[src/rtl/core/modular_matrix_power_macros.svh]
// Assertion macros for the modular matrix power block.
// Needs clk and rst_n in the scope of each use.
`ifndef MODULAR_MATRIX_POWER_MACROS_SVH
`define MODULAR_MATRIX_POWER_MACROS_SVH

// Check that holds outside reset.
`define MMP_ASSERT(lbl, prop, msg) \
  lbl: assert property (@(posedge clk) disable iff (!rst_n) prop) else $error(msg);

// Check that also covers the reset cycles.
`define MMP_ASSERT_RST(lbl, prop, msg) \
  lbl: assert property (@(posedge clk) prop) else $error(msg);

`endif

[src/rtl/core/mmp_ram.sv]
// Generic single-port-write, single-port-read RAM with registered read.
// No dependencies.
module mmp_ram #(
  parameter int WIDTH = 30,
  parameter int DEPTH = 64
) (
  input  logic                     clk,
  input  logic                     we,
  input  logic [$clog2(DEPTH)-1:0] waddr,
  input  logic [WIDTH-1:0]         wdata,
  input  logic [$clog2(DEPTH)-1:0] raddr,
  output logic [WIDTH-1:0]         rdata
);

  logic [WIDTH-1:0] mem [DEPTH];

  always_ff @(posedge clk) begin
    if (we) begin
      mem[waddr] <= wdata;
    end
    rdata <= mem[raddr];
  end

endmodule

[config.mk]
export PLATFORM = sky130hd
export DESIGN_NAME = mmp_ram
export DESIGN_NICKNAME = d
export VERILOG_FILES = /design/src/rtl/core/modular_matrix_power_macros.svh /design/src/rtl/core/mmp_ram.sv
export SDC_FILE = /design/constraint.sdc
export NUM_CORES = 2
export LEC_CHECK = 0
export BUFFER_PORTS_ARGS = -buffer_cell sky130_fd_sc_hd__buf_2
export CORE_ASPECT_RATIO = 1.1
export CORE_MARGIN = 4
export CORE_UTILIZATION = 39
export CTS_CLUSTER_SIZE = 12
export DETAILED_ROUTE_END_ITERATION = 8
export SETUP_SLACK_MARGIN = 0.15
export SLEW_MARGIN = 10
export SYNTH_ARGS = -nofsm -noshare
export SYNTH_HDL_FRONTEND = slang
export SYNTH_SLANG_ARGS = --single-unit
export TNS_END_PERCENT = 30
[constraint.sdc]
create_clock -name clk -period 7.5 [get_ports clk]
set_input_delay 0.375 -clock clk [delete_from_list [all_inputs] [get_ports clk]]
set_output_delay 0.375 -clock clk [all_outputs]
set_load 0.005 [all_outputs]
==> results.json <==
{
  "status": "complete, no violations",
  "whs_endpoint": "mem[38][10]",
  "overflow": 0,
  "fmax_mhz": 336,
  "p_leak_nw": 26.0,
  "rsz0062_at_grt": "false",
  "yosysUniqueCellTypes": 38,
  "drt_iter0_drc": 4337,
  "min_path_type": "input pin to flop",
  "start_util_pct": 39.2,
  "whs_path_depth": 1,
  "die_h_microns": 465,
  "setup_tns_ps": 0,
  "peakVddDrop_uv": 211,
  "dr_total_vias": 35283,
  "worst_setup_path_end_kind": "flop",
  "cp_max_fo": 58,
  "core_sq_um": 188000,
  "period_minus_slack_ps": 2980,
  "grt_pass1_vias": 35374,
  "path_clk_slew_ps": 60,
  "wl_microns": 188000,
  "layout_commonest_cell": "edfxtp_1",
  "maxCapViolCount": 0,
  "hold_path_startpoint": "wdata[10]",
  "reg2reg_from": "mem[42][24]",
  "grt_usage_pct": 18.9,
  "postCtsSetupRepairBufs": 0,
  "cts_tree": "done",
  "setup_ws_ps": 4520,
  "dp_hpwl_microns": 102000,
  "wl_per_cell_microns": 30.4,
  "synthArstFlopShare_pct": 0,
  "stdcell_count": 6178,
  "startpoint_type": "input pin",
  "critPathArrivalTime_ps": 3660,
  "drc": 0,
  "holdWs_ps": 148,
  "dp.cells": 5847,
  "die_width_microns": 423,
  "finalMaxSlewViolations": 0,
  "crit_path_start": "raddr[0]",
  "synth_seq_cells": 1950,
  "cts_resized": 0,
  "ys_warn_count": 0,
  "powerDensity_nw_per_um2": 262,
  "path_class": "input pin to flop",
  "grt_max_degree": 105,
  "drive_above_1_share_pct": 24.6,
  "hold_viol": 0,
  "netlist_area_sq_um": 74000,
  "hold_buffers": 0,
  "synth-edff-count": 1920,
  "area_growth_pct": 13.0,
  "nets": 3545,
  "ant_nets": 0,
  "finalPower_mw": 21.9,
  "clockBufferDepth": 3,
  "port_buffers": 73,
  "slew-limit-headroom_pct": 13.8,
  "route.detailed.vias_per_inst": 5.71,
  "tightest_slew_ps": 1280,
  "syn_avg_cell_area_sq_um": 22.4,
  "numCtsBuffers": 187,
  "clk-insertion-delay-late_ps": 820,
  "ys.flop_type": "edfxtp_1",
  "syn_inst": 3309,
  "drtPass1Iterations": 6,
  "grt_antenna_before_repair": 23,
  "grt_pass1_wl_microns": 267000,
  "r2r_slack_ps": 5090,
  "clock_sinks": 1950,
  "ys_seq_area_share_pct": 78.8,
  "ios": 74,
  "gp_congestion": 0.781,
  "dieArea_sq_um": 197000,
  "num_rows": 167,
  "fin_skew_ps": 26.7,
  "cp_data_required_time_ps": 8180,
  "reg2reg_depth": 5,
  "period_share_pct": 39.7,
  "layout_common_cells": "edfxtp_1 (1,920), mux4_2 (408), mux2i_1 (228), clkbuf_16 (192), a22oi_1 (111)",
  "place_ws_ps": 3590,
  "setup_viol": 0,
  "syn_nets": 3353,
  "htree_levels": 4,
  "r2r_end": "rdata[24]",
  "clockRootBuffer": "clkbuf_16"
}
Yosys cell counts (3+ instances only):
cell type / n / area (sq um)
nand4_1: 23 / 144
or3_1: 3 / 18.8
nor2b_1: 36 / 225
buf_4: 36 / 270
buf_6: 11 / 124
o311ai_1: 6 / 52.6
buf_1: 7 / 26.3
a22oi_1: 111 / 833
buf_2: 49 / 245
o21ai_0: 27 / 135
a311oi_1: 21 / 184
or4_1: 3 / 22.5
and3_1: 4 / 25.0
nand2b_1: 8 / 50.1
o221ai_1: 12 / 105
a21o_1: 3 / 22.5
or3b_2: 5 / 43.8
o22a_1: 6 / 52.6
mux2i_1: 228 / 2280
edfxtp_1: 1920 / 57700
o22ai_1: 42 / 263
clkbuf_1: 80 / 300
nor2_1: 119 / 447
and2_1: 3 / 18.8
a22o_1: 21 / 184
a221oi_1: 3 / 26.3
nand3_1: 27 / 135
a21oi_1: 3 / 15.0
nand2_1: 30 / 113
dfxtp_1: 30 / 601
nand3b_1: 6 / 45.0
mux4_2: 408 / 9190
nor4_1: 8 / 50.1
o41ai_1: 3 / 26.3
nor3_1: 4 / 20.0
per-stage QoR:
step                      util, %  area [sq um]
after floorplan                 -         74000
after global placement       41.4         78000
after detailed placement     41.4         78000
after CTS                    44.3         83600
after global routing         44.4         83600
final                        44.4         83600
flip-flops by register name, summed over array words and instances, names as in the netlist:
name   count
rdata     30
mem     1920
where the power goes:
| group | switching (mW) | leakage, nW | internal (mW) |
|---|---|---|---|
| combinational | 0.672 | 5.78 | 0.365 |
| sequential | 0.0512 | 17.5 | 12.1 |
| clock | 3.88 | 2.66 | 4.86 |
| total | 4.61 | 26.0 | 17.3 |
critical path, cell delays in order:
cell and delay, ps:
buf_8 530, buf_4 590, buf_4 610, mux4_2 580, a22oi_1 210, nand3_1 320, nand4_1 290, nor2_1 60
kinds of logic (layout without fill, tap and decap cells):
kind of cell    count (synthesis)  after routing  share of synthesized area (%)
flops                        1950           1950                           78.8
mux                           636            636                           15.5
simple gates                  281            281                           1.86
compound gates                258            258                           2.57
buf+inv                       184            502                           1.31
other cells                     0             16                              0
worst max-delay path by stage:
stage,end,slack [ps],depth (start not counted)
after floorplan,mem[48][0],4110,4
after global placement,rdata[23],3600,8
after detailed placement,rdata[23],3590,8
after CTS,rdata[23],4460,8
after global routing,rdata[23],4120,8
final,rdata[23],4520,8
cell type report:
cell class | instances | area [sq um]
Clock inverter | 20 | 280
Timing Repair Buffer | 186 | 1310
Sequential cell | 1950 | 58300
Tap cell | 2535 | 3170
Antenna cell | 16 | 40.0
Multi-Input combinational cell | 1175 | 15300
Inverter | 1 | 3.75
Clock buffer | 295 | 5250
Fill cell | 15897 | 105000
per-layer routing:
metal	global-route usage [%]	wire [microns]	up-vias
met5	0	14	-
met4	4.93	3950	4
met3	3.86	15600	239
met2	30.6	91800	1442
met1	26.4	76500	19207
li1	-	-	14391
(Power assumes the default switching activity.)
