===== src/rtl/core/modular_matrix_power_macros.svh =====
// Assertion macros for the modular matrix power block.
// Needs clk and rst_n in the scope of each use.
`ifndef MODULAR_MATRIX_POWER_MACROS_SVH
`define MODULAR_MATRIX_POWER_MACROS_SVH

// Check that holds outside reset.
`define MMP_ASSERT(lbl, prop, msg) \
  lbl: assert property (@(posedge clk) disable iff (!rst_n) prop) else $error(msg);

// Check that also covers the reset cycles.
`define MMP_ASSERT_RST(lbl, prop, msg) \
  lbl: assert property (@(posedge clk) prop) else $error(msg);

`endif


===== src/rtl/core/mmp_pkg.sv =====
// Package for the modular matrix power block: types, constants, helpers.
// No dependencies.
package mmp_pkg;

  localparam int VAL_W       = 30;
  localparam int IDX_W       = 6;
  localparam int IN_TDATA_W  = 32;
  localparam int OUT_TDATA_W = 40;
  localparam int EXP_W       = 32;
  localparam int BIT_W       = 5;

  localparam logic [VAL_W-1:0] MODULUS    = 30'd1000000007;
  // floor(2^60 / MODULUS)
  localparam logic [30:0]      BARRETT_MU = 31'd1152921496;

  typedef struct packed {
    logic             vld;
    logic             last;
    logic [IDX_W-1:0] dest;
  } mac_tag_t;

  typedef struct packed {
    logic             vld;
    logic [IDX_W-1:0] addr;
    logic [VAL_W-1:0] data;
  } mac_wr_t;

  // One conditional subtract of the modulus.
  function automatic logic [31:0] red1(input logic [31:0] v);
    logic [31:0] m;
    m = {2'b00, MODULUS};
    return (v >= m) ? (v - m) : v;
  endfunction

endpackage


===== src/rtl/core/mmp_mac.sv =====
// Pipelined modular multiply-accumulate: 30x30 product, Barrett reduction,
// running dot-product sum. Depends on mmp_pkg.
module mmp_mac import mmp_pkg::*; (
  input  logic             clk,
  input  logic             rst_n,
  input  logic [VAL_W-1:0] op_a,
  input  logic [VAL_W-1:0] op_b,
  input  mac_tag_t         tag_i,
  output mac_wr_t          wr_o,
  output logic             busy
);

  mac_tag_t         s1_tag_r, s2_tag_r, s3_tag_r, s4_tag_r, s5_tag_r;
  logic [59:0]      s1_x_r;
  logic [61:0]      s2_q_r;
  logic [31:0]      s2_xlo_r, s3_xlo_r, s3_qp_r, s4_r_r;
  logic [VAL_W-1:0] s5_t_r, acc_r, acc_nxt;
  logic [31:0]      sum, sum_red;
  mac_wr_t          wr_r, wr_nxt;

  assign sum     = {2'b00, acc_r} + {2'b00, s5_t_r};
  assign sum_red = red1(sum);

  always_comb begin
    acc_nxt = acc_r;
    wr_nxt  = '0;
    if (s5_tag_r.vld) begin
      if (s5_tag_r.last) begin
        acc_nxt     = '0;
        wr_nxt.vld  = 1'b1;
        wr_nxt.addr = s5_tag_r.dest;
        wr_nxt.data = sum_red[VAL_W-1:0];
      end else begin
        acc_nxt = sum_red[VAL_W-1:0];
      end
    end
  end

  always_ff @(posedge clk) begin
    if (!rst_n) begin
      s1_tag_r <= '0;
      s2_tag_r <= '0;
      s3_tag_r <= '0;
      s4_tag_r <= '0;
      s5_tag_r <= '0;
      wr_r     <= '0;
      acc_r    <= '0;
    end else begin
      s1_tag_r <= tag_i;
      s2_tag_r <= s1_tag_r;
      s3_tag_r <= s2_tag_r;
      s4_tag_r <= s3_tag_r;
      s5_tag_r <= s4_tag_r;
      wr_r     <= wr_nxt;
      acc_r    <= acc_nxt;
    end
    // payload
    s1_x_r   <= 60'(op_a) * 60'(op_b);
    s2_q_r   <= 62'(s1_x_r[59:29]) * 62'(BARRETT_MU);
    s2_xlo_r <= s1_x_r[31:0];
    s3_qp_r  <= 32'(s2_q_r[61:31]) * 32'(MODULUS);
    s3_xlo_r <= s2_xlo_r;
    // Barrett leaves at most two extra moduli
    s4_r_r   <= red1(s3_xlo_r - s3_qp_r);
    s5_t_r   <= VAL_W'(red1(s4_r_r));
  end

  assign wr_o = wr_r;
  assign busy = s1_tag_r.vld | s2_tag_r.vld | s3_tag_r.vld | s4_tag_r.vld |
                s5_tag_r.vld | wr_r.vld;

endmodule


===== config.mk =====
export PLATFORM = sky130hd
export DESIGN_NAME = mmp_mac
export DESIGN_NICKNAME = d
export VERILOG_FILES = /design/src/rtl/core/modular_matrix_power_macros.svh /design/src/rtl/core/mmp_pkg.sv /design/src/rtl/core/mmp_mac.sv
export SDC_FILE = /design/constraint.sdc
export NUM_CORES = 2
export LEC_CHECK = 0
export BUFFER_PORTS_ARGS = -buffer_cell sky130_fd_sc_hd__buf_2
export CORE_AREA = 4 4 386 293
export DETAILED_ROUTE_END_ITERATION = 7
export DIE_AREA = 0 0 390 297
export PLACE_DENSITY_LB_ADDON = 0.12
export RECOVER_POWER = 50
export SKIP_CTS_REPAIR_TIMING = 1
export SLEW_MARGIN = 15
export SYNTH_ARGS = -nofsm -noshare
export SYNTH_HDL_FRONTEND = slang
export SYNTH_SLANG_ARGS = --single-unit
export TNS_END_PERCENT = 100

===== constraint.sdc =====
create_clock -name clk -period 24.1 [get_ports clk]
set_input_delay 4.82 -clock clk [delete_from_list [all_inputs] [get_ports clk]]
set_output_delay 4.82 -clock clk [all_outputs]
set_load 0.1 [all_outputs]

==> reports/results.md <==
| Item | Value |
|---|---|
| Result of the run | finished with violations |
| Violated checks | max-capacitance violations, max-slew violations |
| Die outline width | 390 um |
| Setup repair after global routing missed its margin | no |
| Buffers added on ports | 107 |
| Busiest metal layer after global routing | met2 |
| # diodes | 0 |
| Chip Height | 297 um |
| Top area cells in the synthesized netlist | sky130_fd_sc_hd__fa_1, sky130_fd_sc_hd__ha_1, sky130_fd_sc_hd__dfxtp_1 |
| Total Routed Length | 155 mm |
| CTS Root Cell | sky130_fd_sc_hd__clkbuf_16 |
| FF+latch count, synth | 356 |
| Drt first-iter violations | 2,704 |
| Ratio of cells with drive above 1 in the final layout | 3.46% |
| Placeable Area | 0.109 mm^2 |
| Final routed wire length divided by cell count | 19.3 um |
| Number of placement rows | 105 |
| Sequential area share after synthesis | 11.3% |
| Via-per-instance ratio | 5.43 |
| Critical path type | in -> reg |
| Total clock buffers created by CTS | 36 |
| Critical Path Source Type | primary input |
| Clock transition time at the flip-flop clock pins of the worst setup and hold paths | 0.06 ns |
| Global routing met1 resource utilization | 40.9% |
| Highest achievable clock rate | 75.9 MHz |
| Worst Hold Class | reg -> reg |
| Maximum fanout along the worst path | 30 |
| Number of maximum-capacitance violations | 2 |
| Total vias in the final route | 43,400 |
| Share of flip-flops with an asynchronous set or reset after synthesis | 0% |
| Main synth FF type | sky130_fd_sc_hd__dfxtp_1 |
| Endpoint class of the critical path | register |
| Largest net degree at the start of global routing | 44 |
| H-tree Lvls | 2 |
| Remaining global-route overflow | 0 |
| Total Negative Setup Slacks | 0 ns |
| Initial core utilization | 57.8% |
| Initial antenna violation count | 2 |
| Max-Slew Margin vs Limit | -22.9% |
| Number of sinks handled by clock tree synthesis | 356 |
| Remaining design rule violation count | 0 |
| Post-layout net count | 8,651 |
| 1st-pass router iterations | 5 |
| Area growth from synthesis to layout | 4.49% |
| Gate count of the mapped netlist | 6,598 |
| Global-route met2 utilization | 41.2% |
| Placer's final routability congestion estimate | 0.945 |
| Total of warnings raised by yosys | 0 |
| Worst slew pin tran | 1.82 ns |
| GR met3 Demand/Resource | 6.55% |
| Maximum clock skew at final layout | 0.0335 ns |
| EDFF count, synth | 0 |
| Post-Syn Nets | 8,719 |
| Final critical-path share of the clock period | 54.6% |
| Number of global-route vias before repair | 45,800 |
| Total Routing Usage GR | 27.5% |
| Average cell area after synthesis | 9.55 um^2 |
| Number of different library cells in the post-synthesis netlist | 85 |
| Full die area | 0.116 mm^2 |
| # IOs | 108 |
| Detailed placer's ending HPWL | 128 mm |
| Most area-hungry cell type in the Yosys netlist | sky130_fd_sc_hd__fa_1 |
| Required time at the worst-slack endpoint | 24.55 ns |
| Arrival time at the worst endpoint | 13.62 ns |
| Largest buffer count on any clock path | 3 |
| Clock network latency to the later pin of the worst-skew pair | 0.57 ns |
| Max-slew violation total from the final report | 49 |
| Clock tree from TritonCTS | built |
| Post-route minimum period | 13.17 ns |
| Share of Yosys cell area claimed by the top area cell type | 38.9% |
| Most frequent cells in the layout | sky130_fd_sc_hd__inv_1, sky130_fd_sc_hd__fa_1, sky130_fd_sc_hd__ha_1 |
| Residual antenna-violating net count after detailed routing | 0 |
| Final hold violations | 0 |
| Final-report setup violation count | 0 |
| Most common library cell in the layout ignoring fill and taps | sky130_fd_sc_hd__inv_1 |
| Wire length of the first global-routing pass | 252 mm |
| Post-synth design cell area | 0.0630 mm^2 |
| Number of fill cells | 9,443 |
-- registers in the layout, indices dropped and copies added (netlist names) --
signal    cells
acc_r        30
s1_tag_r      8
s1_x_r       60
s2_q_r       31
s2_tag_r      8
s2_xlo_r     32
s3_qp_r      32
s3_tag_r      8
s3_xlo_r     32
s4_r_r       32
s4_tag_r      8
s5_t_r       30
s5_tag_r      8
wr_o         37
-- cell usage after synthesis (37+ instances only) --
cell type	number
sky130_fd_sc_hd__inv_1	1503
sky130_fd_sc_hd__nor3_1	41
sky130_fd_sc_hd__clkbuf_1	220
sky130_fd_sc_hd__nor2_1	159
sky130_fd_sc_hd__a21oi_1	172
sky130_fd_sc_hd__ha_1	826
sky130_fd_sc_hd__fa_1	1225
sky130_fd_sc_hd__a21o_1	79
sky130_fd_sc_hd__o21a_1	37
sky130_fd_sc_hd__nand2_1	547
sky130_fd_sc_hd__o21ai_0	104
sky130_fd_sc_hd__and2_1	580
sky130_fd_sc_hd__nand3_1	61
sky130_fd_sc_hd__xor2_1	79
sky130_fd_sc_hd__xnor2_1	183
sky130_fd_sc_hd__dfxtp_1	356
-- through the flow --
stage / std cells / utilization, % / hold slack (ns) / instance area [um^2] / setup WS, ns
final: 8001 / 60.4 / 0.297 / 65800 / 10.93
after CTS: 8001 / 60.4 / 0.295 / 65800 / 10.98
after floorplan: 6598 / - / 0.310 / 63000 / 11.90
after global routing: 8001 / 60.4 / 0.306 / 65800 / 10.53
after global placement: 7936 / 59.2 / 0.311 / 64600 / 10.42
after detailed placement: 7936 / 59.2 / 0.312 / 64600 / 10.39
-- routing by layer --
layer / part of all wire (%) / wire (um)
met1: 46 / 71700
met2: 43 / 66300
met3: 8.8 / 13600
met4: 2.0 / 3150
met5: 0 / 0
-- worst max-delay path: stages --
cell	delay, ns
sky130_fd_sc_hd__buf_2	0.61
sky130_fd_sc_hd__and2_1	0.26
sky130_fd_sc_hd__fa_1	0.41
sky130_fd_sc_hd__fa_1	0.50
sky130_fd_sc_hd__fa_1	0.51
sky130_fd_sc_hd__inv_1	0.05
sky130_fd_sc_hd__fa_1	0.47
sky130_fd_sc_hd__inv_1	0.05
sky130_fd_sc_hd__fa_1	0.45
sky130_fd_sc_hd__ha_1	0.30
sky130_fd_sc_hd__fa_1	0.49
sky130_fd_sc_hd__inv_1	0.05
sky130_fd_sc_hd__fa_1	0.48
sky130_fd_sc_hd__inv_1	0.04
sky130_fd_sc_hd__ha_1	0.39
sky130_fd_sc_hd__and3_1	0.19
sky130_fd_sc_hd__a211oi_1	0.05
sky130_fd_sc_hd__o21bai_1	0.19
sky130_fd_sc_hd__a21bo_2	0.24
sky130_fd_sc_hd__a211o_1	0.33
sky130_fd_sc_hd__a2111oi_1	0.72
sky130_fd_sc_hd__nor3_1	0.16
sky130_fd_sc_hd__o31ai_1	0.72
sky130_fd_sc_hd__nand2_1	0.17
sky130_fd_sc_hd__a21boi_1	0.29
sky130_fd_sc_hd__o21ai_0	0.14
sky130_fd_sc_hd__nor4b_1	0.17
sky130_fd_sc_hd__a311o_1	0.32
-- final timing paths --
check,start,end,slack (ns),cells after the start
max,op_a[11],s1_x_r[52]$_DFF_P_,10.93,28
min,s2_xlo_r[31]$_DFF_P_,s3_xlo_r[31]$_DFF_P_,0.30,0
max reg2reg,s1_x_r[46]$_DFF_P_,s2_q_r[61]$_DFF_P_,15.44,23
min reg2reg,s2_xlo_r[31]$_DFF_P_,s3_xlo_r[31]$_DFF_P_,0.30,0
-- layout make-up --
cell class                      instances  area [um^2]  area share, %
Inverter                             1503         5640           8.57
Clock buffer                           48         1020           1.54
Multi-Input combinational cell       4509        49300           74.9
Clock inverter                         17          251          0.382
Timing Repair Buffer                  124          653          0.992
Sequential cell                       356         7130           10.8
Tap cell                             1444         1810           2.74
-- logic make-up (layout without fill, tap and decap cells) --
kind of cell	Yosys count	after routing	share of synthesized area, %
adders and majority gates	2051	2051	55.3
buffers and inverters	1733	1692	10.4
and+or+nand+nor	1546	1546	12.5
AOI/OAI and AO/OA	640	640	6.68
DFF	356	356	11.3
xor gates and xnor gates	262	262	3.64
muxes	10	10	0.163
Power is left out: the tool's default activity adds up to more than one toggle a clock period on the data nets, which glitch-free logic cannot reach.
